### src/rtl/swr_pkg.sv
`timescale 1ns / 1ps
// ----------------------------------------------------------------------------
// swr_pkg: shared types and codes of the sliding window rate counter
// Beat formats of both channels, the command format between the front and
// the back, and the op and command codes.
// ----------------------------------------------------------------------------
package swr_pkg;

  localparam int SUM_W = 35;
  localparam logic [SUM_W-1:0] SUM_MAX = {SUM_W{1'b1}};

  // Op codes of the input beat.
  localparam logic [1:0] OP_EVENT = 2'd0;
  localparam logic [1:0] OP_TICK  = 2'd1;
  localparam logic [1:0] OP_READ  = 2'd2;

  // Command classes handed from the front to the back.
  localparam logic [1:0] CMD_EVENT = 2'd0;
  localparam logic [1:0] CMD_TICK  = 2'd1;
  localparam logic [1:0] CMD_READ  = 2'd2;

  typedef struct packed {
    logic [1:0]  op;
    logic [2:0]  kind;
    logic [63:0] byte_count;
  } in_t;

  typedef struct packed {
    logic             kind_valid;
    logic [SUM_W-1:0] count_sum;
    logic [63:0]      bytes_sum;
    logic [63:0]      grand_total;
  } out_t;

  typedef struct packed {
    logic [1:0]  cls;
    logic [2:0]  kind;
    logic        kind_valid;
    logic [63:0] byte_count;
  } cmd_t;

endpackage

### src/rtl/swr_front.sv
`timescale 1ns / 1ps
// ----------------------------------------------------------------------------
// swr_front: input side of the rate counter
// Accepts input beats, classifies op and kind, and holds them in a
// two-entry queue until the back takes them.
// ----------------------------------------------------------------------------
module swr_front #(
  parameter int KINDS = 7
) (
  input  logic         clk,
  input  logic         rst_n,
  input  logic         push,
  output logic         full,
  input  swr_pkg::in_t in_data,
  output logic         cmd_valid,
  input  logic         cmd_ready,
  output swr_pkg::cmd_t cmd
);
  import swr_pkg::*;

  cmd_t       entry_r [2];
  logic       wr_ptr_r, wr_ptr_nxt;
  logic       rd_ptr_r, rd_ptr_nxt;
  logic [1:0] cnt_r, cnt_nxt;
  cmd_t       cls_cmd;
  logic       do_push, do_pop;

  always_comb begin
    cls_cmd.kind       = in_data.kind;
    cls_cmd.byte_count = in_data.byte_count;
    cls_cmd.kind_valid = (int'(in_data.kind) < KINDS);
    unique case (in_data.op)
      OP_EVENT: cls_cmd.cls = CMD_EVENT;
      OP_TICK:  cls_cmd.cls = CMD_TICK;
      default:  cls_cmd.cls = CMD_READ;
    endcase
  end

  assign full      = (cnt_r == 2'd2);
  assign cmd_valid = (cnt_r != 2'd0);
  assign cmd       = entry_r[rd_ptr_r];
  assign do_push   = push && !full;
  assign do_pop    = cmd_valid && cmd_ready;

  always_comb begin
    wr_ptr_nxt = do_push ? ~wr_ptr_r : wr_ptr_r;
    rd_ptr_nxt = do_pop ? ~rd_ptr_r : rd_ptr_r;
    cnt_nxt    = cnt_r + {1'b0, do_push} - {1'b0, do_pop};
  end

  always_ff @(posedge clk) begin
    if (!rst_n) begin
      wr_ptr_r <= 1'b0;
      rd_ptr_r <= 1'b0;
      cnt_r    <= 2'd0;
    end else begin
      wr_ptr_r <= wr_ptr_nxt;
      rd_ptr_r <= rd_ptr_nxt;
      cnt_r    <= cnt_nxt;
    end
  end

  always_ff @(posedge clk) begin
    if (do_push) begin
      entry_r[wr_ptr_r] <= cls_cmd;
    end
  end

endmodule

### config.mk
export PLATFORM = sky130hd
export DESIGN_NAME = swr_front
export DESIGN_NICKNAME = d
export VERILOG_FILES = /design/src/rtl/swr_pkg.sv /design/src/rtl/swr_front.sv
export SDC_FILE = /design/constraint.sdc
export NUM_CORES = 1
export LEC_CHECK = 0
export BUFFER_PORTS_ARGS = -buffer_cell sky130_fd_sc_hd__buf_4
export CELL_PAD_IN_SITES_DETAIL_PLACEMENT = 0
export CELL_PAD_IN_SITES_GLOBAL_PLACEMENT = 1
export CORE_MARGIN = 5
export CORE_UTILIZATION = 30
export CTS_CLUSTER_DIAMETER = 40
export DETAILED_ROUTE_END_ITERATION = 6
export GPL_TIMING_DRIVEN = 0
export MAX_ROUTING_LAYER = met4
export PLACE_DENSITY_LB_ADDON = 0.1
export SLEW_MARGIN = 10
export SYNTH_ARGS = -nofsm -noshare
export SYNTH_HDL_FRONTEND = slang
export SYNTH_SLANG_ARGS = --single-unit
export TNS_END_PERCENT = 100
### constraint.sdc
create_clock -name clk -period 4.27 [get_ports clk]
set_clock_uncertainty 0.1 [all_clocks]
set_input_delay 0.6405 -clock clk [delete_from_list [all_inputs] [get_ports clk]]
set_output_delay 0.6405 -clock clk [all_outputs]
set_load 0.02 [all_outputs]
==> results.py <==
metrics = {
    "run_status": {
        "status": "complete, no violations",
    },
    "timing": {
        "post-route-period-util": 0.548,
        "max_slew.worst_pin.slew_ns": 0.567,
        "maxSlewViolCount": 0,
        "fmaxAchievable_ghz": 0.427,
        "hold_viol_final": 0,
        "finalSetupViolCount": 0,
        "rsz0062_at_grt": "false",
        "slew_headroom": 0.621,
        "period_needed_ns": 2.34,
        "whs_ns": 0.309,
    },
    "clocking": {
        "numClockSinks": 145,
        "clockRootBuffer": "clkbuf_16",
        "cts_hold_buf": 0,
        "clk_pin_slew_worst_paths_ns": 0.06,
        "postCtsResizedCells": 0,
        "cts-htree-levels": 4,
        "tritoncts": "done",
        "cts_setup_buffers": 0,
        "cts_buffers": 17,
        "clockBufferDepth": 2,
        "clk_latency_ns": 0.41,
    },
    "worst_setup_path": {
        "worstSetupEndpointType": "output pin",
        "crit_path_top_delay_cell": "dfxtp_1",
        "path_cells": "buf_6 -> buf_12 -> mux2_4 -> buf_4",
        "crit_fanout": 10,
        "arrival_ns": 1.60,
        "crit_required_ns": 3.53,
        "slowest_delay_ns": 0.32,
        "crit_type": "flop to output pin",
        "worst_setup_path_start_kind": "flop",
    },
    "power": {
        "p_per_area_nw_per_um2": 657,
        "peakVddDrop_v": 0.000269,
        "p_leak_nw": 3.01,
    },
    "detailed_routing": {
        "viasPerCell": 4.18,
        "detail-route-antenna-nets": 0,
        "drc_errors": 0,
        "first_iter_violations": 61,
        "wl_um": 11000,
        "wire_per_inst_um": 16.6,
        "num_vias": 2764,
        "first_pass_iters": 4,
    },
    "placement": {
        "hpwl_um": 7480,
        "gp_congestion": 0.698,
        "post_dp_cell_area_um2": 7150,
        "numPortBuffers": 144,
    },
    "global_routing": {
        "grt_start_max_net_pins": 39,
        "grt_pass1_vias": 3005,
        "gr-total-overflow": 0,
        "antenna_found_initial": 0,
        "grt_pass1_wl_um": 16600,
        "grt_usage": 0.106,
    },
    "logic_synthesis": {
        "yosysSeqAreaShare": 0.761,
        "synth_edf_count": 140,
        "ys_async_sr_fraction": 0,
        "syn-num-nets": 323,
        "yosysWarnings": 0,
        "syn-cell-area_um2": 5660,
        "synthDistinctLibCells": 21,
        "syn_area_per_cell_um2": 22.8,
        "ys_ff_latch": 145,
        "synthFlopType": "edfxtp_1",
        "synthCells": 248,
    },
    "die": {
        "std_cell_rows": 50,
        "num_io_pins": 145,
        "start_util": 0.303,
        "fp.dieH_um": 147,
        "die_area_um2": 21700,
        "die_w_um": 147,
        "fp.coreArea_um2": 18600,
    },
    "cells_and_area": {
        "area.growth.synth_to_final_pct": 36.3,
        "design_area_um2": 7710,
        "fillers": 1709,
        "layout.nets": 490,
        "insertedDiodeCount": 0,
        "drive_gt1_frac": 0.600,
    },
    "run": {
        "cap_viol_max_count": 0,
    },
    "hold_path": {
        "min_path_type": "input port to flop",
    },
}
-- critical path: cells and delay by family (launching register included) --
family	cells	cell delay (ns)
buffers and inverters	3	0.56
DFF	1	0.32
muxes	1	0.32
-- cell families after synthesis --
logic type | count (synthesis) | synth area share
AOI/OAI and AO/OA | 1 | 0.00133
adders and majority gates | 2 | 0.00442
DFF | 145 | 0.761
muxes | 71 | 0.188
buffers and inverters | 12 | 0.0294
xor gates and xnor gates | 2 | 0.00310
and+or+nand+nor | 15 | 0.0135
-- path summary, 6_finish.rpt --
path                               from                 endpoint  slack [ns]  cells after the start
hold reg to reg   rd_ptr_r$_SDFFE_PN0P_                     flop        0.43                      2
setup reg to reg    cnt_r[0]$_SDFF_PN0_  entry_r[0][9]$_DFFE_PP_        2.26                      5
setup / recovery                   flop                  cmd[64]        1.93                      4
hold / removal               in_data[1]  entry_r[1][1]$_DFFE_PP_        0.31                      1
-- area by class of cell --
class | instances | area, µm² | share of cell area
well taps | 234 | 293 | 0.0380
flip-flops and latches | 145 | 4300 | 0.558
plain buffers | 9 | 155 | 0.0201
clock buffers | 18 | 429 | 0.0556
multi-input cells | 91 | 1200 | 0.156
clock inverters | 14 | 138 | 0.0178
inverters | 3 | 11.3 | 0.00146
repair buffers | 148 | 1180 | 0.153
-- layer usage --
layer,part of all wire,track usage
met4,0.013,0.0363
met2,0.49,0.167
met1,0.44,0.125
met3,0.055,0.0432
met5,0,-
-- layout by cell type (no fill, tap or decap), types with 3 or more instances in the layout --
cell	synthesis	routed
dfxtp_1	5	5
buf_16	0	3
mux2_4	70	70
clkinvlp_4	0	4
edfxtp_1	140	140
clkinv_1	0	3
buf_12	7	8
buf_4	0	144
nor2_1	4	3
inv_1	3	3
clkbuf_16	0	17
-- stage by stage --
step / power [mW] / utilization / instances / setup TNS (ns) / worst slack (ns)
detailed placement: 3.73 / 0.383 / 630 / 0 / 2.04
global placement: 3.70 / 0.377 / 626 / -173.11 / -2.48
floorplan: 3.07 / - / 248 / 0 / 0.0131
global route: 5.32 / 0.414 / 662 / 0 / 1.85
finish: 5.07 / 0.414 / 662 / 0 / 1.93
CTS: 5.17 / 0.414 / 662 / 0 / 1.88
-- synth_stat cells (2+ instances only) --
cell type / number / share of area
and2_1: 2 / 0.0022
buf_12: 7 / 0.025
dfxtp_1: 5 / 0.018
edfxtp_1: 140 / 0.74
ha_1: 2 / 0.0044
inv_1: 3 / 0.0020
mux2_4: 70 / 0.19
nand2_1: 2 / 0.0013
nand2b_1: 2 / 0.0022
nor2_1: 4 / 0.0027
-- power by group --
part | total [mW] | internal (mW) | switching [mW]
clock | 1.41 | 0.855 | 0.558
combinational | 1.76 | 0.909 | 0.856
sequential | 1.89 | 1.83 | 0.0593
-- flip-flops by register name, indices dropped and copies added (netlist names), named ones only --
| register | cells |
|---|---|
| rd_ptr_r | 1 |
| cnt_r | 2 |
| wr_ptr_r | 1 |
| entry_r | 140 |
Note: power is estimated with default switching activity, not from simulation.
